**src/design/utf8_codepoint_classifier_macros.svh**
```systemverilog
// Assertion macros for the UTF-8 code point classifier.
`ifndef UTF8_CODEPOINT_CLASSIFIER_MACROS_SVH
`define UTF8_CODEPOINT_CLASSIFIER_MACROS_SVH

// Same-cycle implication, disabled while reset is held.
`define UCC_ASSERT_NOW(label, clk, rst_n, ante, cons) \
    label: assert property (@(posedge clk) disable iff (!(rst_n)) (ante) |-> (cons)) \
        else $error("ucc assertion failed");

// Next-cycle implication, disabled while reset is held.
`define UCC_ASSERT_NEXT(label, clk, rst_n, ante, cons) \
    label: assert property (@(posedge clk) disable iff (!(rst_n)) (ante) |=> (cons)) \
        else $error("ucc assertion failed");

`endif

```
**src/design/ucc_pkg.sv**
```systemverilog
// Types, constants and class functions for the UTF-8 code point classifier.
package ucc_pkg;

    localparam logic [20:0] REPLACEMENT = 21'h00FFFD;

    localparam int STICKY_N = 26;
    localparam int KS_START_N = 26;
    localparam int KS_END_N = 23;

    localparam logic [20:0] STICKY_SET [STICKY_N] = '{
        21'h2E, 21'h2C, 21'h21, 21'h3F, 21'h3A, 21'h3B, 21'h29, 21'h5D, 21'h7D,
        21'h25, 21'h22, 21'h2026, 21'h060C, 21'h061B, 21'h061F, 21'h0964,
        21'h0965, 21'h104A, 21'h104B, 21'h104C, 21'h104D, 21'h104F, 21'h201D,
        21'h2019, 21'h00BB, 21'h203A
    };

    localparam logic [20:0] KS_START_SET [KS_START_N] = '{
        21'hFF0C, 21'hFF0E, 21'hFF01, 21'hFF1A, 21'hFF1B, 21'hFF1F, 21'h3001,
        21'h3002, 21'h30FB, 21'hFF09, 21'h3015, 21'h3009, 21'h300B, 21'h300D,
        21'h300F, 21'h3011, 21'h3017, 21'h3019, 21'h301B, 21'h30FC, 21'h3005,
        21'h303B, 21'h309D, 21'h309E, 21'h30FD, 21'h30FE
    };

    localparam logic [20:0] KS_END_SET [KS_END_N] = '{
        21'h22, 21'h28, 21'h5B, 21'h7B, 21'h00A1, 21'h00BF, 21'h201C, 21'h2018,
        21'h201A, 21'h201E, 21'h00AB, 21'h2039, 21'h2E18, 21'hFF08, 21'h3014,
        21'h3008, 21'h300A, 21'h300C, 21'h300E, 21'h3010, 21'h3016, 21'h3018,
        21'h301A
    };

    typedef struct packed {
        logic [7:0] text_byte;
        logic       end_of_text;
    } t_in_item;

    // Decoded value before classification.
    typedef struct packed {
        logic [20:0] code_point;
        logic        was_stray;
        logic        was_truncated;
        logic        last_of_text;
    } t_raw_item;

    typedef struct packed {
        logic [20:0] code_point;
        logic        is_cjk;
        logic        is_latin_alnum;
        logic        is_left_sticky;
        logic        is_kinsoku_start;
        logic        is_kinsoku_end;
        logic        is_glue;
        logic        was_stray;
        logic        was_truncated;
        logic        last_of_text;
    } t_out_item;

    typedef struct packed {
        logic full;
        logic empty;
    } t_q_status;

    function automatic logic in_range(input logic [20:0] v, input logic [20:0] lo,
                                      input logic [20:0] hi);
        return (v >= lo) && (v <= hi);
    endfunction

    function automatic logic cjk_class(input logic [20:0] v);
        return in_range(v, 21'h4E00, 21'h9FFF) || in_range(v, 21'h3400, 21'h4DBF) ||
               in_range(v, 21'h20000, 21'h2A6DF) || in_range(v, 21'h2A700, 21'h2CEAF) ||
               in_range(v, 21'hF900, 21'hFAFF) || in_range(v, 21'h3000, 21'h30FF) ||
               in_range(v, 21'h3130, 21'h318F) || in_range(v, 21'hAC00, 21'hD7AF) ||
               in_range(v, 21'hFF00, 21'hFFEF);
    endfunction

    function automatic logic latin_class(input logic [20:0] v);
        return in_range(v, 21'h41, 21'h5A) || in_range(v, 21'h61, 21'h7A) ||
               in_range(v, 21'h30, 21'h39) || in_range(v, 21'h00C0, 21'h024F) ||
               in_range(v, 21'h1E00, 21'h1EFF);
    endfunction

    function automatic logic glue_class(input logic [20:0] v);
        return (v == 21'h00A0) || (v == 21'h202F) || (v == 21'h2060) ||
               (v == 21'hFEFF);
    endfunction

    function automatic logic sticky_class(input logic [20:0] v);
        logic hit;
        hit = 1'b0;
        for (int k = 0; k < STICKY_N; k++) begin
            hit = hit | (STICKY_SET[k] == v);
        end
        return hit;
    endfunction

    function automatic logic ks_start_class(input logic [20:0] v);
        logic hit;
        hit = 1'b0;
        for (int k = 0; k < KS_START_N; k++) begin
            hit = hit | (KS_START_SET[k] == v);
        end
        return hit;
    endfunction

    function automatic logic ks_end_class(input logic [20:0] v);
        logic hit;
        hit = 1'b0;
        for (int k = 0; k < KS_END_N; k++) begin
            hit = hit | (KS_END_SET[k] == v);
        end
        return hit;
    endfunction

endpackage

```
**src/design/ucc_decode.sv**
```systemverilog
// Front end: takes bytes, tracks owed continuations, and queues decoded values.
module ucc_decode
    import ucc_pkg::*;
(
    input  logic      i_clk,
    input  logic      i_rst_n,
    input  logic      i_push,
    input  t_in_item  i_item,
    input  t_q_status i_q_status,
    output logic      o_q_push,
    output t_raw_item o_q_item
);

    logic [1:0]  r_owed;
    logic [1:0]  n_owed;
    logic [20:0] r_partial;
    logic [20:0] n_partial;
    logic        accept;
    logic [20:0] shifted;

    assign accept  = i_push && !i_q_status.full;
    assign shifted = {r_partial[14:0], i_item.text_byte[5:0]};

    always_comb begin
        n_owed    = r_owed;
        n_partial = r_partial;
        o_q_push  = 1'b0;
        o_q_item  = '{code_point: '0, was_stray: 1'b0, was_truncated: 1'b0,
                      last_of_text: i_item.end_of_text};
        if (accept) begin
            if (r_owed == 2'd0) begin
                if (!i_item.text_byte[7]) begin
                    o_q_push            = 1'b1;
                    o_q_item.code_point = {13'd0, i_item.text_byte};
                end else if (!i_item.text_byte[6]) begin
                    o_q_push            = 1'b1;
                    o_q_item.code_point = REPLACEMENT;
                    o_q_item.was_stray  = 1'b1;
                end else begin
                    if (!i_item.text_byte[5]) begin
                        n_partial = {16'd0, i_item.text_byte[4:0]};
                        n_owed    = 2'd1;
                    end else if (!i_item.text_byte[4]) begin
                        n_partial = {17'd0, i_item.text_byte[3:0]};
                        n_owed    = 2'd2;
                    end else begin
                        n_partial = {18'd0, i_item.text_byte[2:0]};
                        n_owed    = 2'd3;
                    end
                    // End of text on a lead byte: emit what the lead carries.
                    if (i_item.end_of_text) begin
                        o_q_push               = 1'b1;
                        o_q_item.code_point    = n_partial;
                        o_q_item.was_truncated = 1'b1;
                        n_partial              = '0;
                        n_owed                 = 2'd0;
                    end
                end
            end else begin
                n_owed = r_owed - 2'd1;
                if (r_owed == 2'd1) begin
                    o_q_push            = 1'b1;
                    o_q_item.code_point = shifted;
                    n_partial           = '0;
                end else if (i_item.end_of_text) begin
                    o_q_push               = 1'b1;
                    o_q_item.code_point    = shifted;
                    o_q_item.was_truncated = 1'b1;
                    n_partial              = '0;
                    n_owed                 = 2'd0;
                end else begin
                    n_partial = shifted;
                end
            end
        end
    end

    always_ff @(posedge i_clk) begin
        if (!i_rst_n) begin
            r_owed    <= 2'd0;
            r_partial <= '0;
        end else begin
            r_owed    <= n_owed;
            r_partial <= n_partial;
        end
    end

endmodule

```
**src/design/ucc_queue.sv**
```systemverilog
// Short queue of decoded values between the front and back ends.
module ucc_queue
    import ucc_pkg::*;
#(
    parameter int DEPTH = 4
) (
    input  logic      i_clk,
    input  logic      i_rst_n,
    input  logic      i_push,
    input  t_raw_item i_item,
    input  logic      i_pop,
    output t_raw_item o_item,
    output t_q_status o_status
);

    localparam int PW = (DEPTH > 1) ? $clog2(DEPTH) : 1;
    localparam int CW = $clog2(DEPTH + 1);
    localparam logic [PW-1:0] LAST_PTR = PW'(DEPTH - 1);
    localparam logic [CW-1:0] FULL_CNT = CW'(DEPTH);

    t_raw_item     r_mem [DEPTH];
    logic [PW-1:0] r_wr_ptr;
    logic [PW-1:0] r_rd_ptr;
    logic [CW-1:0] r_count;
    logic          do_push;
    logic          do_pop;

    assign o_status.full  = (r_count == FULL_CNT);
    assign o_status.empty = (r_count == '0);
    assign do_push = i_push && !o_status.full;
    assign do_pop  = i_pop && !o_status.empty;
    assign o_item  = r_mem[r_rd_ptr];

    always_ff @(posedge i_clk) begin
        if (do_push) begin
            r_mem[r_wr_ptr] <= i_item;
        end
    end

    always_ff @(posedge i_clk) begin
        if (!i_rst_n) begin
            r_wr_ptr <= '0;
            r_rd_ptr <= '0;
            r_count  <= '0;
        end else begin
            if (do_push) begin
                r_wr_ptr <= (r_wr_ptr == LAST_PTR) ? '0 : r_wr_ptr + 1'b1;
            end
            if (do_pop) begin
                r_rd_ptr <= (r_rd_ptr == LAST_PTR) ? '0 : r_rd_ptr + 1'b1;
            end
            case ({do_push, do_pop})
                2'b10:   r_count <= r_count + 1'b1;
                2'b01:   r_count <= r_count - 1'b1;
                default: r_count <= r_count;
            endcase
        end
    end

endmodule

```
**src/design/ucc_classify.sv**
```systemverilog
// Back end: classifies the queue head and holds it in the result register.
module ucc_classify
    import ucc_pkg::*;
(
    input  logic      i_clk,
    input  logic      i_rst_n,
    input  t_raw_item i_q_item,
    input  t_q_status i_q_status,
    output logic      o_q_pop,
    input  logic      i_pop,
    output logic      o_empty,
    output t_out_item o_result
);

    logic      r_valid;
    t_out_item r_result;
    t_out_item n_result;

    // Load whenever the register is free or its item leaves this cycle.
    assign o_q_pop  = !i_q_status.empty && (!r_valid || i_pop);
    assign o_empty  = !r_valid;
    assign o_result = r_result;

    always_comb begin
        n_result.code_point       = i_q_item.code_point;
        n_result.is_cjk           = cjk_class(i_q_item.code_point);
        n_result.is_latin_alnum   = latin_class(i_q_item.code_point);
        n_result.is_left_sticky   = sticky_class(i_q_item.code_point);
        n_result.is_kinsoku_start = ks_start_class(i_q_item.code_point);
        n_result.is_kinsoku_end   = ks_end_class(i_q_item.code_point);
        n_result.is_glue          = glue_class(i_q_item.code_point);
        n_result.was_stray        = i_q_item.was_stray;
        n_result.was_truncated    = i_q_item.was_truncated;
        n_result.last_of_text     = i_q_item.last_of_text;
    end

    always_ff @(posedge i_clk) begin
        if (!i_rst_n) begin
            r_valid <= 1'b0;
        end else if (o_q_pop) begin
            r_valid <= 1'b1;
        end else if (i_pop) begin
            r_valid <= 1'b0;
        end
    end

    always_ff @(posedge i_clk) begin
        if (o_q_pop) begin
            r_result <= n_result;
        end
    end

endmodule

```
**src/design/utf8_codepoint_classifier.sv**
```systemverilog
// Top level of the UTF-8 code point classifier: decode, queue, classify.
//
//  channel | handshake          | payload
//  --------+--------------------+----------------------------------
//  input   | push / full        | i_item   (text_byte, end_of_text)
//  result  | pop / empty        | o_result (code point and flags)
//
// One byte is taken per cycle while full is low; at most one item follows.
// A decoded value passes through the queue into the result register, which
// loads it when free or while its held item is popped; it can then be popped.
// full rises only when the queue of QUEUE_DEPTH decoded values fills under
// a stalled result side. Reset is synchronous and clears decoder state,
// queue pointers and the result valid bit.
`include "utf8_codepoint_classifier_macros.svh"

module utf8_codepoint_classifier
    import ucc_pkg::*;
#(
    parameter int QUEUE_DEPTH = 4
) (
    input  logic      i_clk,
    input  logic      i_rst_n,
    input  logic      push,
    output logic      full,
    input  t_in_item  i_item,
    input  logic      pop,
    output logic      empty,
    output t_out_item o_result
);

    t_q_status q_status;
    logic      q_push;
    logic      q_pop;
    t_raw_item q_in_item;
    t_raw_item q_out_item;

    assign full = q_status.full;

    ucc_decode u_decode (
        .i_clk      (i_clk),
        .i_rst_n    (i_rst_n),
        .i_push     (push),
        .i_item     (i_item),
        .i_q_status (q_status),
        .o_q_push   (q_push),
        .o_q_item   (q_in_item)
    );

    ucc_queue #(
        .DEPTH (QUEUE_DEPTH)
    ) u_queue (
        .i_clk    (i_clk),
        .i_rst_n  (i_rst_n),
        .i_push   (q_push),
        .i_item   (q_in_item),
        .i_pop    (q_pop),
        .o_item   (q_out_item),
        .o_status (q_status)
    );

    ucc_classify u_classify (
        .i_clk      (i_clk),
        .i_rst_n    (i_rst_n),
        .i_q_item   (q_out_item),
        .i_q_status (q_status),
        .o_q_pop    (q_pop),
        .i_pop      (pop),
        .o_empty    (empty),
        .o_result   (o_result)
    );

    // The decoder never writes into a full queue.
    `UCC_ASSERT_NOW(a_no_push_when_full, i_clk, i_rst_n, q_push, !q_status.full)
    // A queued item moves up whenever the result register has room.
    `UCC_ASSERT_NEXT(a_back_advances, i_clk, i_rst_n, !q_status.empty && (empty || pop), !empty)
    // Stray bytes always come out as the replacement character.
    `UCC_ASSERT_NOW(a_stray_value, i_clk, i_rst_n, !empty && o_result.was_stray, o_result.code_point == REPLACEMENT)
    // A cut-short sequence only ever closes a text.
    `UCC_ASSERT_NOW(a_trunc_is_last, i_clk, i_rst_n, !empty && o_result.was_truncated, o_result.last_of_text)

endmodule
```
**config.mk**
```make
export PLATFORM = sky130hd
export DESIGN_NAME = utf8_codepoint_classifier
export DESIGN_NICKNAME = d
export VERILOG_FILES = /design/src/design/ucc_pkg.sv /design/src/design/ucc_decode.sv /design/src/design/ucc_queue.sv /design/src/design/ucc_classify.sv /design/src/design/utf8_codepoint_classifier.sv
export VERILOG_INCLUDE_DIRS = /design/src /design/src/design
export SDC_FILE = /design/constraint.sdc
export NUM_CORES = 1
export LEC_CHECK = 0
export ABC_AREA = 1
export BUFFER_PORTS_ARGS = -buffer_cell sky130_fd_sc_hd__buf_4
export CAP_MARGIN = 20
export CORE_MARGIN = 5
export CORE_UTILIZATION = 40
export CTS_BUF_LIST = sky130_fd_sc_hd__clkbuf_8
export DETAILED_ROUTE_END_ITERATION = 16
export PLACE_DENSITY = 0.68
export RECOVER_POWER = 25
export SLEW_MARGIN = 5
export SYNTH_ARGS = -nofsm -noshare
export SYNTH_HDL_FRONTEND = slang
export SYNTH_SLANG_ARGS = --single-unit
```
**constraint.sdc**
```tcl
create_clock -name i_clk -period 5.8 [get_ports i_clk]
set_input_delay 1.74 -clock i_clk [delete_from_list [all_inputs] [get_ports i_clk]]
set_output_delay 1.74 -clock i_clk [all_outputs]
set_load 0.01 [all_outputs]
```
==> flow_summary.toml <==
[status]
status = "finished, violations left"
violations = "capacitance limit, slew limit"

[job]
maxCapViolCount = 1

[worst_setup_path]
r2r_slack_ns = 1.85
required_ns = 6.09
critPathMaxStageDelay_ns = 1.06
start_kind = "register"
cp_max_fo = 32
cp_slowest_cell = "clkbuf_1"
crit_chain = "clkbuf_1 > nand2_1 > nand2_1 > nand2_1 > nand2_1 > nand2_1 > nor2_1 > nand2_1 > a21oi_1 > a21oi_1 > a21oi_1"
cp.arrival_ns = 4.24
r2r-end = "u_classify.o_result[5]$_DFFE_PP_"
cp_common_cell = "nand2_1"
crit_path_end_kind = "register"
reg2regPathDepth = 11
crit_type = "register to register"

[grt]
grt_pass1_vias = 6211
track_usage_pct = 16.18
grt_pass1_wl_um = 31150
met2_usage_pct = 26.59
overflow = 0
met1_usage_pct = 22.00
use_met3_pct = 2.867
grt_max_degree = 52
top_usage_layer = "met2"
grt_antenna_before_repair = 0

[cells_and_area]
drive_gt1_share_pct = 12.77
nNetsFinal = 1067
antennaDiodeCount = 0
syn_to_final_growth_pct = 10.82

[synthesis]
ys_warn_count = 0
syn_nets = 1026
synthCells = 1003
yosysTopAreaCellShare_pct = 45.77
yosys.area.top_type = "edfxtp_1"
synth-edff-count = 126
syn_area_sq_mm = 0.008267
ys.flop_type = "edfxtp_1"
avgSynthCellArea_sq_um = 8.242
synth_seq_cells = 153
synthArstFlopShare_pct = 0
synthTopCellsByArea = "edfxtp_1 (46%), nand2_1 (14%), dfxtp_1 (6.5%), nor2_1 (5.6%), nand3_1 (5.5%)"
seq_area_frac_synth_pct = 52.31
yosys.cell_types.count = 37

[place]
place.gp.congestion = 0.9715
place_hpwl_um = 13790
io_buffers = 44

[clock_tree]
ctsRootBufferMaster = "clkbuf_8"
h-tree-depth = 4
clock_latency_ns = 0.45
cts_buffers = 17
path_clk_slew_ns = 0.09
ctsResizeCount = 0
post-cts-setup-buffer-count = 0
clock_tree.buffer_depth = 2
clkSinkCount = 153
cts_tree = "built"
hold_buffers = 0

[sta]
fin_skew_ns = 0.01106
fmax_mhz = 253.4
finalSetupViolCount = 0
rsz0062_at_grt = "no"
relSlewSlack_pct = -23.73
finalHoldViolCount = 0
worstMarginPinSlew_ns = 1.856
maxSlewViolCount = 36
finalSetupTns_ns = 0
finalCritPeriodShare_pct = 68.03
period_needed_ns = 3.946

[floorplanning]
die_h_um = 153.8
num_rows = 52
start_util_pct = 40.72
die_w_um = 153.8
core_area_sq_mm = 0.02030
die-area_sq_mm = 0.02364
pin_count = 45

[routing]
ant_nets = 0
vias_per_cell = 5.123
drt_iter0_markers = 675
wl_per_cell_um = 14.58
wl_um = 19350
drc = 0
dr.pass1.iters = 5
vias = 6798

[power]
powerDensity_mw_per_mm2 = 539.6
max-vdd-ir-drop_uv = 353.9
power.leakage_nw = 3.770
finalPower_w = 0.004943

[worst_hold_path]
holdPathEnd = "u_decode.r_partial[12]$_SDFFE_PN0P_"
min_delay_path_depth = 2
hold_path_class = "register to register"
hp-start = "u_decode.r_partial[12]$_SDFFE_PN0P_"
[synth_stat cells (8+ instances only)]
cell type	instances
inv_2	9
a21oi_1	55
o21ai_0	33
nand2_1	311
nor2_2	13
dfxtp_1	27
nor2_1	124
nand4_1	11
nand2_2	30
inv_1	70
buf_4	9
ha_1	9
a211oi_1	9
edfxtp_1	126
nand3_1	91
nor3_1	18
buf_2	8
[power breakdown]
group	total [W]	internal [W]	switching [W]
Sequential	0.00163	0.00154	0.0000846
Combinational	0.00254	0.000682	0.00186
Clock	0.000774	0.000350	0.000424
[routing by layer]
| layer | part of all wire (%) | up-vias |
|---|---|---|
| li1 | - | 3428 |
| met1 | 45 | 3081 |
| met2 | 46 | 249 |
| met3 | 6.8 | 40 |
| met4 | 1.8 | 0 |
| met5 | 0 | - |
[area by class of cell]
cell class	count	area, sq um
Fill cell	2000	11140
Sequential cell	153	4324
Multi-Input combinational cell	738	3423
Timing Repair Buffer	51	379.1
Tap cell	270	337.8
Inverter	83	321.6
Clock buffer	17	234.0
Clock inverter	15	141.4
[worst max-delay path: cells and delay by family, from the launching register on]
family / cells / cell delay [ns]
compound gates: 3 / 0.56
buf+inv: 1 / 1.06
flops: 1 / 0.83
simple gates: 7 / 1.32
[logic make-up after synthesis]
kind of cell	Yosys count	share of synthesized area [%]
adders and majority gates	10	1.604
AOI/OAI and AO/OA	118	7.885
and+or+nand+nor	610	31.92
DFF	153	52.31
buffers and inverters	112	6.281
[registers in the layout, indices dropped and copies added, names as in the netlist, named ones only]
| register | count |
|---|---|
| u_decode.r_owed | 2 |
| u_classify.r_valid | 1 |
| u_classify.o_result | 30 |
| u_queue.r_count | 3 |
| u_queue.r_rd_ptr | 2 |
| u_decode.r_partial | 15 |
| u_queue.r_mem | 96 |
| u_queue.r_wr_ptr | 2 |
[worst max-delay path by stage]
stage,startpoint,end,slack (ns),depth (start not counted)
after global placement,push,u_queue.r_mem[1][16]$_DFFE_PP_,1.69,7
after detailed placement,push,u_queue.r_mem[1][17]$_DFFE_PP_,1.85,8
after CTS,push,u_queue.r_mem[1][1]$_DFFE_PP_,2.35,8
after global routing,register,u_classify.o_result[4]$_DFFE_PP_,1.46,15
after floorplan,pop,u_queue.r_count[2]$_SDFFE_PN0P_,0.92,9
final,register,u_classify.o_result[5]$_DFFE_PP_,1.85,11
[cells in the final DEF, fill, tap and decap left out, types with 8 or more instances in the layout]
cell type	n
ha_1	9
inv_2	8
dfxtp_1	27
edfxtp_1	126
clkbuf_8	17
a21oi_1	55
inv_1	72
nor3_1	18
nand2_2	20
nand2_1	321
a211oi_1	9
buf_4	45
nor2_1	120
o21ai_0	33
nand3_1	91
nand4_1	11
nor2_2	17
[metrics by stage]
stage | cells | instance area (sq um) | hold slack, ns | utilization (%) | setup slack, ns
2_1_floorplan | 1003 | 8267 | 0.4379 | - | 0.9213
3_3_place_gp | 1294 | 8807 | 0.4580 | 43.39 | 1.690
3_5_place_dp | 1295 | 8822 | 0.4611 | 43.46 | 1.854
4_1_cts | 1327 | 9198 | 0.4750 | 45.31 | 2.349
5_1_grt | 1327 | 9161 | 0.5039 | 45.13 | 1.463
6_report | 1327 | 9161 | 0.4677 | 45.13 | 1.854
Note: power is estimated with default switching activity, not from simulation.
